### src/design/quaternion_to_axis_angle_macros.svh
// assertion macros shared by the quaternion to axis-angle converter
`ifndef QUATERNION_TO_AXIS_ANGLE_MACROS_SVH
`define QUATERNION_TO_AXIS_ANGLE_MACROS_SVH

// same-cycle implication, disabled during reset
`define QAA_ASSERT_NOW(label, ante, cons, msg) \
  label: assert property (@(posedge clk) disable iff (rst) (ante) |-> (cons)) else $error(msg);

// next-cycle implication, disabled during reset
`define QAA_ASSERT_NEXT(label, ante, cons, msg) \
  label: assert property (@(posedge clk) disable iff (rst) (ante) |=> (cons)) else $error(msg);

`endif

### src/design/qaa_pkg.sv
// types, constants and elaboration-time angle tables for the converter
`timescale 1ns / 1ps
package qaa_pkg;

  localparam logic [30:0] TWO_PI_Q28 = 31'd1686629713;
  localparam logic [31:0] ONE_Q30    = 32'd1073741824;

  // data handed along the sqrt and cordic cells
  typedef struct packed {
    logic signed [31:0] w;
    logic signed [31:0] qx;
    logic signed [31:0] qy;
    logic signed [31:0] qz;
    logic [30:0]        s;
  } side_t;

  // sqrt cell data: remainder plus partial root in side.s
  typedef struct packed {
    logic [61:0] rem;
    side_t       side;
  } sqrt_t;

  // divider cell data, three lanes
  typedef struct packed {
    logic [30:0]       s;
    logic [30:0]       theta;
    logic              force_zero;
    logic              s_zero;
    logic [2:0]        neg;
    logic [2:0]        nz;
    logic [2:0]        over;
    logic [2:0][61:0]  rem;
    logic [2:0][30:0]  quo;
  } div_t;

  // one finished result
  typedef struct packed {
    logic [30:0]        angle;
    logic signed [31:0] ax;
    logic signed [31:0] ay;
    logic signed [31:0] az;
    logic               sat;
  } res_t;

  // atan(2^-a) in Q62 from its power series, Machin's formula for a = 0
  function automatic logic [63:0] atan_q62(input int a);
    logic [63:0] sum;
    logic [63:0] s5;
    logic [63:0] s239;
    logic [63:0] p;
    logic [63:0] t;
    int          e;
    sum  = '0;
    s5   = '0;
    s239 = '0;
    if (a == 0) begin
      p = 64'h4000_0000_0000_0000 / 5;
      for (int k = 0; k < 40; k++) begin
        t = p / 64'(2 * k + 1);
        if (k % 2 == 1) s5 = s5 - t;
        else s5 = s5 + t;
        p = p / 25;
      end
      p = 64'h4000_0000_0000_0000 / 239;
      for (int k = 0; k < 40; k++) begin
        t = p / 64'(2 * k + 1);
        if (k % 2 == 1) s239 = s239 - t;
        else s239 = s239 + t;
        p = p / 57121;
      end
      sum = 64'd4 * s5 - s239;
    end else begin
      for (int k = 0; k < 63; k++) begin
        e = a * (2 * k + 1);
        if (e <= 62) begin
          t = (64'd1 << (62 - e)) / 64'(2 * k + 1);
          if (k % 2 == 1) sum = sum - t;
          else sum = sum + t;
        end
      end
    end
    return sum;
  endfunction

  // round a Q62 value to frac fraction bits, half up
  function automatic logic [63:0] to_frac(input logic [63:0] q62, input int frac);
    int sh;
    sh = 62 - frac;
    return (q62 >> sh) + ((q62 >> (sh - 1)) & 64'd1);
  endfunction

endpackage

### src/design/qaa_sqrt_cell.sv
// one bit of the restoring square root chain
`timescale 1ns / 1ps
module qaa_sqrt_cell import qaa_pkg::*; #(
  parameter int BIT = 30
) (
  input  logic  clk,
  input  logic  rst,
  input  logic  en,
  input  logic  v_in,
  input  sqrt_t d_in,
  output logic  v_out,
  output sqrt_t d_out
);

  logic [61:0] trial;
  sqrt_t       d_next;

  // trial = root * 2^(BIT+1) + 2^(2*BIT)
  always_comb begin
    trial  = (62'(d_in.side.s) << (BIT + 1)) | (62'd1 << (2 * BIT));
    d_next = d_in;
    if (d_in.rem >= trial) begin
      d_next.rem         = d_in.rem - trial;
      d_next.side.s[BIT] = 1'b1;
    end
  end

  // valid
  always_ff @(posedge clk) begin
    if (rst) begin
      v_out <= 1'b0;
    end else if (en) begin
      v_out <= v_in;
    end
  end

  // payload
  always_ff @(posedge clk) begin
    if (en) begin
      d_out <= d_next;
    end
  end

endmodule

### config.mk
export PLATFORM = sky130hd
export DESIGN_NAME = qaa_sqrt_cell
export DESIGN_NICKNAME = d
export VERILOG_FILES = /design/src/design/quaternion_to_axis_angle_macros.svh /design/src/design/qaa_pkg.sv /design/src/design/qaa_sqrt_cell.sv
export SDC_FILE = /design/constraint.sdc
export NUM_CORES = 1
export LEC_CHECK = 0
export CORE_AREA = 2 2 172 174
export CTS_BUF_LIST = sky130_fd_sc_hd__clkbuf_2
export CTS_CLUSTER_DIAMETER = 200
export DETAILED_ROUTE_END_ITERATION = 10
export DIE_AREA = 0 0 174 176
export DONT_BUFFER_PORTS = 1
export GPL_TIMING_DRIVEN = 0
export PLACE_DENSITY = 0.48
export SLEW_MARGIN = 0
export SYNTH_ARGS = -nofsm -noshare
export SYNTH_HDL_FRONTEND = slang
export SYNTH_SLANG_ARGS = --single-unit
### constraint.sdc
create_clock -name clk -period 4.19 [get_ports clk]
set_input_delay 0.838 -clock clk [delete_from_list [all_inputs] [get_ports clk]]
set_output_delay 0.838 -clock clk [all_outputs]
set_load 0.05 [all_outputs]
Word-level counts from Yosys, hierarchy flattened
Cells that the tools add are included.

Register bits: 222. Input port bits: 225. Logic and storage cells: 11.

Order comparisons: 1. Add/subtract/negate cells: 1. Muxes and demuxes: 1.

Operators with widths (number): 62-bit greater-or-equal comparator (1); 62-bit two-way mux (1); 62-bit subtractor (1).

Depth between registers and ports, before layout
Word-level depth: 2. Mapped depth: 13. Gate-level depth less buffers: 12.

Worst setup path after synthesis
No wires, ideal clock.

Path type: in2reg. Start point: in d_in[190] (netlist bit). End point: reg d_out[208] (netlist bit), data pin. Library setup time: 0.266 ns. Data required time: 3.924 ns. Path slack: 1.020 ns. Buffers on the path: 0. Arrival time: 2.903 ns. Stages: 12. Path through: inv_1 > ha_1 > inv_1 > fa_1 > a21o_1 > a221o_1 > and2_4 > o41ai_4 > o21ai_1 > a21boi_1 > xor2_1 > o21ai_1.

RTL lines: start: declaration (RTL line qaa_sqrt_cell.sv:10) `input sqrt_t d_in,`; end signal: assignment (RTL line qaa_sqrt_cell.sv:40) `d_out <= d_next;`; end: declaration (RTL line qaa_sqrt_cell.sv:12) `output sqrt_t d_out`.

==> flow_summary.json <==
{
  "hold_violations": 0,
  "sw_frac_of_total": 0.345,
  "internal-power_mw": 3.49,
  "mostFrequentLayoutCells": "edfxtp_1 (221), clkbuf_2 (83), nand2_1 (47)",
  "clk_pin_slew_ns": 0.12,
  "start_util": 0.315,
  "fin_crit_sh": 0.636,
  "p_leak_nw": 3.77,
  "pwr_density_cell_mw_per_mm2": 528,
  "fmax_mhz": 375,
  "clock_latency_ns": 0.79,
  "switching_power_mw": 1.84,
  "io_pins": 447,
  "ys_warn_count": 0,
  "grt_pass1_vias": 5327,
  "use_met3": 0.0784,
  "die_w_microns": 174,
  "crit_arrival_ns": 3.15,
  "ys_seq_elements": 222,
  "gr-usage-met1": 0.163,
  "routed_wl_microns": 25800,
  "port-buffer-count": 0,
  "grt_overflow": 0,
  "cp_max_fo": 3,
  "layout_min_cycle_time_ns": 2.66,
  "syn-num-nets": 822,
  "timing.critical_path.to_type": "register",
  "cts_buffers": 58,
  "die-area_sq_mm": 0.0306,
  "cts_root_buf": "clkbuf_2",
  "layout_commonest_cell": "edfxtp_1",
  "hpwl_microns": 19400,
  "yosysTopAreaCell": "edfxtp_1",
  "setup_viol": 0,
  "cts_resized": 0,
  "grt_util_met2": 0.287,
  "required_ns": 4.68,
  "share_comb_of_total_power": 0.070,
  "ys_seq_area_frac": 0.741,
  "cap_viol_max_count": 0,
  "worst_pin_slew_ns": 0.781,
  "fin_nets": 888,
  "first_iter_violations": 300,
  "rows": 62,
  "core_area_sq_mm": 0.0285,
  "drc": 0,
  "drive_above_1_share": 0.191,
  "slew_headroom": 0.479,
  "viasPerCell": 4.86,
  "syn_to_final_growth_pct": 12.2,
  "min_path_type": "in2reg",
  "peakVddDrop_v": 0.000156,
  "grt_pass1_wl_microns": 36400,
  "pwr-share-clk": 0.290,
  "status": "finished, final reports clean",
  "fin_ws_ns": 1.53,
  "yosys-top-cells-area": "edfxtp_1 (74%), ha_1 (4.2%), nand2_1 (2.0%)",
  "antenna_left": 0,
  "dp_slack_ns": 0.721,
  "htree_levels": 2,
  "via_count": 5156,
  "grt_usage": 0.159,
  "gp_congestion": 0.848,
  "syn-instance-count": 566,
  "fp.dieH_microns": 176,
  "rsz0062_at_grt": "no",
  "cts_tree": "yes",
  "clock_skew_ns": 0,
  "cts.sinks": 222,
  "pwr-share-seq": 0.640,
  "routedWlPerCell_microns": 24.4,
  "syn_avg_cell_area_sq_um": 15.9,
  "synth_ff_type": "edfxtp_1",
  "grt_max_degree": 223,
  "cts_buffer_depth": 3,
  "synth.top_cell.area_share": 0.738,
  "top_usage_layer": "met2",
  "firstDrtPassIters": 4,
  "final_util": 0.353,
  "drv_slew": 0,
  "async_reset_ff_frac": 0,
  "postCtsSetupBuffers": 0,
  "path_class": "in2reg",
  "setup_tns_ns": 0,
  "startpoint_type": "primary input",
  "antenna_found_initial": 1,
  "p_total_mw": 5.33,
  "synth_edf_count": 221,
  "synth.distinct_cells": 67,
  "mappedNetlistArea_sq_mm": 0.00899
}
==> registers in the layout (all words and copies together) (netlist names) <==
register	count
v_out	1
d_out	221
==> stage by stage <==
| step | hold WS [ns] | std cells | cell area (sq um) |
|---|---|---|---|
| 2_1_floorplan | 0.733 | 566 | 8990 |
| 3_3_place_gp | 0.754 | 950 | 9470 |
| 3_5_place_dp | 0.759 | 950 | 9470 |
| 4_1_cts | 0.00378 | 1054 | 10000 |
| 5_1_grt | 0.00179 | 1060 | 10100 |
| 6_report | 0.132 | 1060 | 10100 |
==> cell usage after synthesis, types with 3 or more instances <==
cell type	instances
and4_1	3
buf_2	6
inv_1	31
and2_1	3
nor3_1	4
nand3_1	5
nor4_1	6
o21ai_1	27
xnor2_1	13
mux2_1	4
nor2_1	13
xor2_1	14
clkbuf_1	5
nand4_1	10
a21oi_1	28
edfxtp_1	221
nand2b_1	4
buf_6	4
o21ai_0	17
ha_1	30
nand2_1	47
a21o_1	17
==> power by group through the flow <==
stage          registers, mW  logic, mW  clock network, mW
2_1_floorplan           3.41      0.292                  0
3_3_place_gp            3.47      0.368                  0
3_5_place_dp            3.47      0.369                  0
4_1_cts                 3.42      0.374               1.62
5_1_grt                 3.42      0.421               1.74
6_report                3.41      0.372               1.55
==> what timing repair did <==
action                     CTS  global route
setup endpoints to repair    0             0
hold buffers                 1             5
hold endpoints to repair     1             5
==> cell families (layout without fill, tap and decap cells) <==
logic type                 Yosys count  in the layout  synth area share
other                                0              1                 0
muxes                                6              6           0.00738
and+or+nand+nor                    110            110            0.0649
buffers and inverters               50            159            0.0285
AOI/OAI and AO/OA                  120            120            0.0884
xor gates and xnor gates            27             27            0.0263
DFF                                222            222             0.741
adders and majority gates           31             31            0.0440
==> critical path, cell delays in order <==
cell and delay (ns):
inv_1 0.03, ha_1 0.14, inv_1 0.05, fa_1 0.41
a21o_1 0.25, a221o_1 0.33, and2_4 0.17, o41ai_4 0.32
o21ai_1 0.16, a21boi_1 0.19, xor2_1 0.17, o21ai_1 0.08
==> area by class of cell <==
type,count,area (sq um)
multi-input combinational,294,2080
clock inverter,21,148
tap,384,480
inverter,31,116
sequential,222,6660
clock buffer,82,410
timing repair buffer,6,60.1
antenna,1,2.50
fill,2835,18500
buffer,19,140
==> path summary, 6_finish.rpt <==
| path | from | to | slack, ns | depth (start not counted) |
|---|---|---|---|---|
| max reg2reg | v_out | v_out | 3.24 | 2 |
| min reg2reg | v_out | v_out | 0.78 | 2 |
| max | d_in[190] | d_out[208] | 1.53 | 12 |
| min | d_in[61] | d_out[61] | 0.13 | 0 |
==> metal layers <==
layer / routed length [microns] / up-vias
met2: 13600 / 273
met3: 2820 / 33
met4: 448 / 0
li1: - / 2321
met5: 0 / -
met1: 8980 / 2529
Note: power is estimated with default switching activity, not from simulation.
