[src/design/quaternion_to_axis_angle_macros.svh]
// assertion macros shared by the quaternion to axis-angle converter
`ifndef QUATERNION_TO_AXIS_ANGLE_MACROS_SVH
`define QUATERNION_TO_AXIS_ANGLE_MACROS_SVH

// same-cycle implication, disabled during reset
`define QAA_ASSERT_NOW(label, ante, cons, msg) \
  label: assert property (@(posedge clk) disable iff (rst) (ante) |-> (cons)) else $error(msg);

// next-cycle implication, disabled during reset
`define QAA_ASSERT_NEXT(label, ante, cons, msg) \
  label: assert property (@(posedge clk) disable iff (rst) (ante) |=> (cons)) else $error(msg);

`endif

[src/design/qaa_pkg.sv]
// types, constants and elaboration-time angle tables for the converter
`timescale 1ns / 1ps
package qaa_pkg;

  localparam logic [30:0] TWO_PI_Q28 = 31'd1686629713;
  localparam logic [31:0] ONE_Q30    = 32'd1073741824;

  // data handed along the sqrt and cordic cells
  typedef struct packed {
    logic signed [31:0] w;
    logic signed [31:0] qx;
    logic signed [31:0] qy;
    logic signed [31:0] qz;
    logic [30:0]        s;
  } side_t;

  // sqrt cell data: remainder plus partial root in side.s
  typedef struct packed {
    logic [61:0] rem;
    side_t       side;
  } sqrt_t;

  // divider cell data, three lanes
  typedef struct packed {
    logic [30:0]       s;
    logic [30:0]       theta;
    logic              force_zero;
    logic              s_zero;
    logic [2:0]        neg;
    logic [2:0]        nz;
    logic [2:0]        over;
    logic [2:0][61:0]  rem;
    logic [2:0][30:0]  quo;
  } div_t;

  // one finished result
  typedef struct packed {
    logic [30:0]        angle;
    logic signed [31:0] ax;
    logic signed [31:0] ay;
    logic signed [31:0] az;
    logic               sat;
  } res_t;

  // atan(2^-a) in Q62 from its power series, Machin's formula for a = 0
  function automatic logic [63:0] atan_q62(input int a);
    logic [63:0] sum;
    logic [63:0] s5;
    logic [63:0] s239;
    logic [63:0] p;
    logic [63:0] t;
    int          e;
    sum  = '0;
    s5   = '0;
    s239 = '0;
    if (a == 0) begin
      p = 64'h4000_0000_0000_0000 / 5;
      for (int k = 0; k < 40; k++) begin
        t = p / 64'(2 * k + 1);
        if (k % 2 == 1) s5 = s5 - t;
        else s5 = s5 + t;
        p = p / 25;
      end
      p = 64'h4000_0000_0000_0000 / 239;
      for (int k = 0; k < 40; k++) begin
        t = p / 64'(2 * k + 1);
        if (k % 2 == 1) s239 = s239 - t;
        else s239 = s239 + t;
        p = p / 57121;
      end
      sum = 64'd4 * s5 - s239;
    end else begin
      for (int k = 0; k < 63; k++) begin
        e = a * (2 * k + 1);
        if (e <= 62) begin
          t = (64'd1 << (62 - e)) / 64'(2 * k + 1);
          if (k % 2 == 1) sum = sum - t;
          else sum = sum + t;
        end
      end
    end
    return sum;
  endfunction

  // round a Q62 value to frac fraction bits, half up
  function automatic logic [63:0] to_frac(input logic [63:0] q62, input int frac);
    int sh;
    sh = 62 - frac;
    return (q62 >> sh) + ((q62 >> (sh - 1)) & 64'd1);
  endfunction

endpackage

[src/design/qaa_div_cell.sv]
// one quotient bit of the three-lane restoring divider
`timescale 1ns / 1ps
module qaa_div_cell import qaa_pkg::*; #(
  parameter int BIT = 30
) (
  input  logic clk,
  input  logic rst,
  input  logic en,
  input  logic v_in,
  input  div_t d_in,
  output logic v_out,
  output div_t d_out
);

  logic [61:0] trial;
  div_t        d_next;

  // subtract the shifted divisor where it fits
  always_comb begin
    trial  = 62'(d_in.s) << BIT;
    d_next = d_in;
    for (int j = 0; j < 3; j++) begin
      if (d_in.rem[j] >= trial) begin
        d_next.rem[j]      = d_in.rem[j] - trial;
        d_next.quo[j][BIT] = 1'b1;
      end
    end
  end

  // valid
  always_ff @(posedge clk) begin
    if (rst) begin
      v_out <= 1'b0;
    end else if (en) begin
      v_out <= v_in;
    end
  end

  // payload
  always_ff @(posedge clk) begin
    if (en) begin
      d_out <= d_next;
    end
  end

endmodule

[config.mk]
export PLATFORM = sky130hd
export DESIGN_NAME = qaa_div_cell
export DESIGN_NICKNAME = d
export VERILOG_FILES = /design/src/design/quaternion_to_axis_angle_macros.svh /design/src/design/qaa_pkg.sv /design/src/design/qaa_div_cell.sv
export SDC_FILE = /design/constraint.sdc
export NUM_CORES = 1
export LEC_CHECK = 0
export ABC_AREA = 1
export BUFFER_PORTS_ARGS = -buffer_cell sky130_fd_sc_hd__buf_2
export CAP_MARGIN = 20
export CELL_PAD_IN_SITES_DETAIL_PLACEMENT = 0
export CELL_PAD_IN_SITES_GLOBAL_PLACEMENT = 1
export CORE_AREA = 2 2 272 274
export DETAILED_ROUTE_END_ITERATION = 16
export DIE_AREA = 0 0 274 276
export PLACE_DENSITY_LB_ADDON = 0.25
export SYNTH_ARGS = -nofsm -noshare
export SYNTH_HDL_FRONTEND = slang
export SYNTH_SLANG_ARGS = --single-unit
[constraint.sdc]
create_clock -name clk -period 2.78 [get_ports clk]
set_input_delay 0.278 -clock clk [delete_from_list [all_inputs] [get_ports clk]]
set_output_delay 0.278 -clock clk [all_outputs]
set_load 0.02 [all_outputs]
* Yosys cells after proc, flatten, opt, wreduce, memory -nomap -nowiden
Index checks and enable logic that the tools add are counted.
** Word-level totals
- Input port bits :: 356
- Flip-flop bits (word level) :: 353
- Word-level logic and storage cells :: 26
- Output and inout port bits :: 353
** Operators by class
- $lt $le $gt $ge :: 3
- Mux-type cells :: 3
- $add $sub $neg :: 3
** Operators with widths (number)
- 62-bit by 61-bit >= comparator with 1-bit output :: 3
- 62-bit 2-to-1 mux :: 3
- 62-bit by 61-bit subtractor with 62-bit output :: 3

* Logic depth before layout (Yosys ltp)
Gate-level depths: netlist of run 1.
- Depth in word-level cells :: 2
- Mapped depth :: 16
- Mapped depth without buffers :: 15

* Least setup slack after synthesis of run 1
Ideal clock, no wire load.
- Path type :: in2reg
- Start :: input d_in[123] in the netlist's numbering
- End :: register d_out[30] in the netlist's numbering (data pin)
- Stages :: 13
- Setup time :: 262 ps
- Setup slack :: 607 ps
- Required time :: 2518 ps
- Arrival time :: 1911 ps
- Cell sequence :: inv_1 ha_1 inv_1 fa_1 nand3_1 nand3_1 nand2_1 nand2_1 nand2_1 nand2_1 nand2_1 nand3_4 or2_2
** Between the ends
- Word-level cells in the longest chain between the ends :: 1
** Ends and longest elaborated chain
- from (decl) :: line qaa_div_cell.sv:10 : input div_t d_in,
- 62-bit by 61-bit >= comparator with 1-bit output :: line qaa_div_cell.sv:23 : if (d_in.rem[j] >= trial) begin
- to (signal assigned) :: line qaa_div_cell.sv:42 : d_out <= d_next;
- to (decl) :: line qaa_div_cell.sv:12 : output div_t d_out
Every way passes these cells.
A chain may end at the register's enable or synchronous reset.

==> results.cfg, run 1 <==
[outcome]
status = complete, no violations

[placement]
portBuffers = 708
dp.cells = 4116
dpl.hpwl_um = 70100
routabilityCongestion = 0.953

[clock_tree]
cts_buffers = 44
clock_latency_ns = 0.59
cts_tree = yes
clock_sinks = 353
clk_pin_slew_ns = 0.05
clock_path_buffers = 3
h-tree-depth = 2
root_buffer = clkbuf_16

[setup_path]
slowest_stage = dlygate4sd3_1
slowest_delay_ns = 0.52
critPathLaunchType = primary input
cp_top_family = buffers and inverters
cp_num_buf_inv = 7
arrival_ns = 2.97
critPathRequiredTime_ns = 3.10
path_class = in2reg
path_max_fanout = 15
crit_chain = dlygate4sd3_1 -> buf_2 -> inv_1 -> buf_4 -> ha_1 -> nand2_1 -> nor2_1 -> inv_1 -> nor2_1 -> nand2_1 -> nor2_1 -> nand2_1 -> nand3_4 -> inv_4 -> buf_12 -> nand2_1 -> nand2_1
cp_common_cell = nand2_1
cp-end-kind = register

[timing]
maxSlewViolCount = 0
finalCritPeriodShare = 0.951
rsz0062_at_grt = no
clock_skew_ns = 0
fmax_mhz = 378
worstMarginPinSlew_ns = 0.626
hold_ws_ns = 0.0356
setup_viol = 0
finalCriticalPeriod_ns = 2.64
hold_viol = 0
slew_headroom = 0.583

[drt]
firstDrtPassIters = 7
ant_nets = 0
vias_per_cell = 4.33
drt_iter0_markers = 1211
routed_wl_um = 85800
detail_route.wl_per_cell_um = 19.0
drc = 0
dr_total_vias = 19582

[floorplan]
die_width_um = 274
dieHeight_um = 276
initial_core_util = 0.274
io_pins = 709
coreArea_um2 = 72600
die_area_um2 = 75600
rows = 99

[pwr]
vdd_drop_max_mv = 0.588
p_leak_nw = 15.3
switching_share = 0.314
combPwrFrac = 0.261
power_switching_w = 0.00536
p_seq_frac = 0.391
intPower_w = 0.0117
clkPwrFrac = 0.348
power_density_nw_per_um2 = 563

[global_route]
grt_pass1_vias = 19847
grtUsageTotal = 0.219
grt_antenna_before_repair = 10
overflow = 0
grt_pass1_wl_um = 123000
grt_max_degree = 67

[logic_synthesis]
synth_top_area_frac = 0.532
yosysTopAreaCell = edfxtp_1
synth_seq_cells = 353
synth_ff_type = edfxtp_1
synthTopCellsByArea = edfxtp_1 53%, nand2_1 18%, inv_1 8.2%, ha_1 5.9%, nand3_1 3.4%
yosysMostFrequentCell = nand2_1
synth.cells.most_frequent = 968 x nand2_1, 434 x inv_1, 352 x edfxtp_1
synth_area_um2 = 19900
syn_area_per_cell_um2 = 8.40
yosysSeqAreaShare = 0.533
ys_warn_count = 0
synth-edff-count = 352
syn_nets = 2817
synth_cell_types = 32
ys_async_sr_fraction = 0
postSynthCellCount = 2365

[final_layout]
syn2layout_area_growth_pct = 52.5
final_util = 0.417
final_cells = 4522
fin_nets = 3980
drive_gt1_frac = 0.260

[flow_run]
maxCapViolations = 0

[hold_path]
hold_class = in2reg
[metal layers]
metal / vias up / wire length [um] / global-route usage
met5: - / 13 / 0
met3: 112 / 5290 / 0.0386
met2: 650 / 41600 / 0.384
met4: 2 / 2810 / 0.0725
li1: 9788 / - / -
met1: 9030 / 36100 / 0.270
[worst min-delay path: cells and delay by family]
kind | cells | cell delay (ns)
buf+inv | 1 | 0.12
simple gates | 2 | 0.11
[final cells by class]
cell class | instances | area (um2)
inverters | 441 | 1670
repair buffers | 1135 | 7830
clock buffers | 52 | 1150
multi-input cells | 1553 | 7510
well taps | 959 | 1200
fillers | 7331 | 42300
clock inverters | 26 | 318
flip-flops and latches | 353 | 10600
diodes | 3 | 7.51
[placed cells by master (no fill, tap or decap), types with 36 or more instances in the layout]
| master | count |
|---|---|
| buf_4 | 83 |
| xor2_1 | 44 |
| dlygate4sd3_1 | 321 |
| edfxtp_1 | 352 |
| nand2_1 | 966 |
| clkbuf_16 | 45 |
| a21oi_1 | 36 |
| buf_2 | 707 |
| nand3_1 | 130 |
| nor2_1 | 166 |
| inv_1 | 431 |
| ha_1 | 91 |
[stage by stage]
step	worst slack [ns]	setup TNS, ns	total power (W)	area [um2]
2_1_floorplan	0.607	0	0.00896	19900
5_1_grt	0.0321	0	0.0179	30300
3_5_place_dp	-0.187	-1.91	0.0108	25400
4_1_cts	0.0440	0	0.0172	30100
6_report	0.137	0	0.0170	30300
3_3_place_gp	-0.158	-1.47	0.0108	25400
[path summary, 6_finish.rpt]
check / from / depth (start not counted) / slack, ns / end
setup / recovery: d_in[350] / 17 / 0.14 / d_out[148]
hold / removal: d_in[132] / 3 / 0.04 / d_out[132]
setup reg to reg: v_out / 3 / 1.66 / v_out
hold reg to reg: v_out / 3 / 1.02 / v_out
[registers in the layout (all words and copies together), names as in the netlist]
signal and count:
v_out 1, d_out 352
[kinds of logic after synthesis]
kind of cell    Yosys count  share of synthesized area
fa+ha+maj                96                     0.0616
flops                   353                      0.533
mux                       1                   0.000504
buf+inv                 459                     0.0926
compound gates           52                     0.0148
xor+xnor                 45                     0.0198
simple gates           1359                      0.277
[power by group through the flow]
stage	sequential, W	combinational, W	clock (W)
after detailed placement	0.00676	0.00406	0
after CTS	0.00666	0.00445	0.00612
final	0.00666	0.00445	0.00593
after floorplan	0.00743	0.00153	0
after global routing	0.00670	0.00487	0.00630
after global placement	0.00676	0.00405	0
[timing repair]
action                                  CTS  global route
resized for setup                         0            26
hold endpoints to repair                320             0
setup buffers                             0             4
hold buffers                            321             0
endpoints found under the setup margin    0            72
Note: power is estimated with default switching activity, not from simulation.
==> run 2, diff against run 1 <==
- ABC_AREA: 1 -> not set
==> run 2 against run 1 <==
Effect of this change:
- the flow now finishes with violations (setup timing)
- cell area down 2.9%
- routed wire length down 2.6%
- hold slack about the same
- power rose by 0.39%
- critical path type unchanged
- largest power group unchanged
==> results.cfg, run 2 <==
[final_layout]
fin_nets = 3122
final_cell_mix = 703 x buf_2, 352 x edfxtp_1, 346 x buf_4, 283 x dlygate4sd3_1, 102 x a21oi_1
layout_commonest_cell = buf_2
final_cells = 3666
regMostFlops = d_out
largestRegisters = d_out (352), v_out (1)
fin_area_um2 = 29400
largest_reg_flops = 352
syn2layout_area_growth_pct = 71.6
fill_cells = 7075
drive_gt1_frac = 0.457

[floorplan]
rows = 99
io_pins = 709
die_area_um2 = 75600
die_width_um = 274
initial_core_util = 0.236
dieHeight_um = 276
coreArea_um2 = 72600

[clock_tree]
cts_tree = yes
h-tree-depth = 2
root_buffer = clkbuf_16
clock_sinks = 353
clock_latency_ns = 0.59
cts_buffers = 43
clk_pin_slew_ns = 0.06
clock_path_buffers = 3

[drt]
detail_route.wl_per_cell_um = 22.8
firstDrtPassIters = 5
drc = 0
ant_nets = 0
routed_wl_um = 83600
dr_total_vias = 16456
vias_per_cell = 4.49
drt_iter0_markers = 951

[setup_path]
r2r-start = v_out
crit_chain = buf_12 -> inv_12 -> ha_4 -> inv_2 -> fa_2 -> a21o_1 -> a221o_1 -> o31a_1 -> a211oi_4 -> o21ai_2 -> a31oi_4 -> o221ai_4 -> buf_12 -> buf_12 -> mux2_4
cp-end-kind = register
cp_common_cell = buf_12
critPathRequiredTime_ns = 3.12
arrival_ns = 3.20
critPathLaunchType = primary input
slowest_stage = fa_2
path_max_fanout = 7
slowest_delay_ns = 0.33
path_class = in2reg
cp-startpoint = d_in[247]

[logic_synthesis]
synth.cells.most_frequent = 352 x edfxtp_1, 102 x a21oi_1, 93 x ha_1
syn_area_per_cell_um2 = 13.3
yosysSeqAreaShare = 0.618
synth_cell_types = 72
ys_warn_count = 0
synth_area_um2 = 17100
postSynthCellCount = 1292
syn_nets = 1744
synth_top_area_frac = 0.617
synth_seq_cells = 353
synth_ff_type = edfxtp_1
synth-edff-count = 352
yosysTopAreaCell = edfxtp_1
ys_async_sr_fraction = 0
synthTopCellsByArea = edfxtp_1 62%, ha_1 6.8%, a21oi_1 3.0%, xnor2_1 2.6%, mux2_4 2.4%
yosysMostFrequentCell = edfxtp_1

[global_route]
grt_pass1_wl_um = 116000
grt_max_degree = 71
grtUsageTotal = 0.211
grt_antenna_before_repair = 24
overflow = 0
grt_pass1_vias = 17171

[pwr]
vdd_drop_max_mv = 0.483
power_density_nw_per_um2 = 582
p_leak_nw = 13.0

[hold_path]
hold_class = in2reg
hp-start = d_in[209]

[placement]
dp.cells = 3274
dpl.hpwl_um = 67100
placed_area_um2 = 24600
portBuffers = 708
routabilityCongestion = 0.936

[timing]
finalCriticalPeriod_ns = 2.86
maxSlewViolCount = 0
setup_viol = 29
clock_skew_ns = 0
finalCritPeriodShare = 1.03
hold_viol = 0
fmax_mhz = 350
postLayoutSetupSlackWorst_ns = -0.0750
slew_headroom = 0.387
rsz0062_at_grt = yes
worstMarginPinSlew_ns = 0.911

[outcome]
failed_checks = setup timing
status = complete, but fails checks

[flow_run]
maxCapViolations = 0
==> run 2: cell type report <==
type	instances	area [um2]	area share
Inverter	59	250	0.00851
Antenna cell	7	17.5	0.000596
Multi-Input combinational cell	850	6430	0.219
Timing Repair Buffer	1363	9510	0.324
Tap cell	959	1200	0.0408
Sequential cell	353	10600	0.360
Clock inverter	28	305	0.0104
Clock buffer	47	1090	0.0371
==> run 2: logic make-up after synthesis <==
logic type,Yosys count,share of synthesized area
buf+inv,89,0.0212
fa+ha+maj,96,0.0714
simple gates,295,0.0847
compound gates,335,0.129
mux,44,0.0346
xor+xnor,80,0.0409
flops,353,0.618
==> run 2: what timing repair did <==
| item | CTS | global route |
|---|---|---|
| hold endpoints to repair | 282 | 0 |
| resized for setup | 18 | 34 |
| buffers inserted | 6 | 19 |
| cloned | 2 | 1 |
| endpoints found under the setup margin | 56 | 73 |
| pin swaps | 10 | 16 |
| hold buffers | 283 | 0 |
==> run 2: metrics by stage <==
stage | setup slack, ns | utilization | hold slack (ns) | TNS [ns] | power [W]
6_report | -0.0750 | 0.405 | 0.0359 | -1.66 | 0.0171
3_3_place_gp | -0.877 | 0.339 | 0.434 | -63.86 | 0.0110
2_1_floorplan | -0.451 | - | 0.350 | -13.88 | 0.00886
4_1_cts | -0.112 | 0.401 | 0.00384 | -2.63 | 0.0172
5_1_grt | -0.152 | 0.405 | 0.0154 | -4.06 | 0.0179
3_5_place_dp | -0.908 | 0.339 | 0.440 | -66.66 | 0.0110
==> run 2: per-layer routing <==
layer | track usage | up-vias | routed length [um]
met4 | 0.0656 | 20 | 2800
met3 | 0.0451 | 136 | 4960
met5 | 0 | - | 133
li1 | - | 7773 | -
met1 | 0.251 | 7951 | 34100
met2 | 0.376 | 576 | 41600
==> run 2: power by group <==
group / total [W] / internal (W) / switching [W]
clock: 0.00570 / 0.00324 / 0.00246
combinational: 0.00472 / 0.00213 / 0.00259
sequential: 0.00668 / 0.00651 / 0.000168
total: 0.0171 / 0.0119 / 0.00522
==> run 2: worst paths after layout <==
path                            slack [ns]  cells after the start         end
worst min-delay path                  0.04                      2  d_out[209]
worst max-delay path                 -0.08                     15  d_out[256]
worst min register to register        1.03                      3       v_out
worst max register to register        1.66                      3       v_out
==> run 2: critical path: cells and delay by family <==
kind | cells | cell delay [ns]
AO/OA/AOI/OAI | 7 | 1.63
adder cells (fa/ha/maj) | 2 | 0.45
buffers and inverters | 5 | 0.52
multiplexers | 1 | 0.29
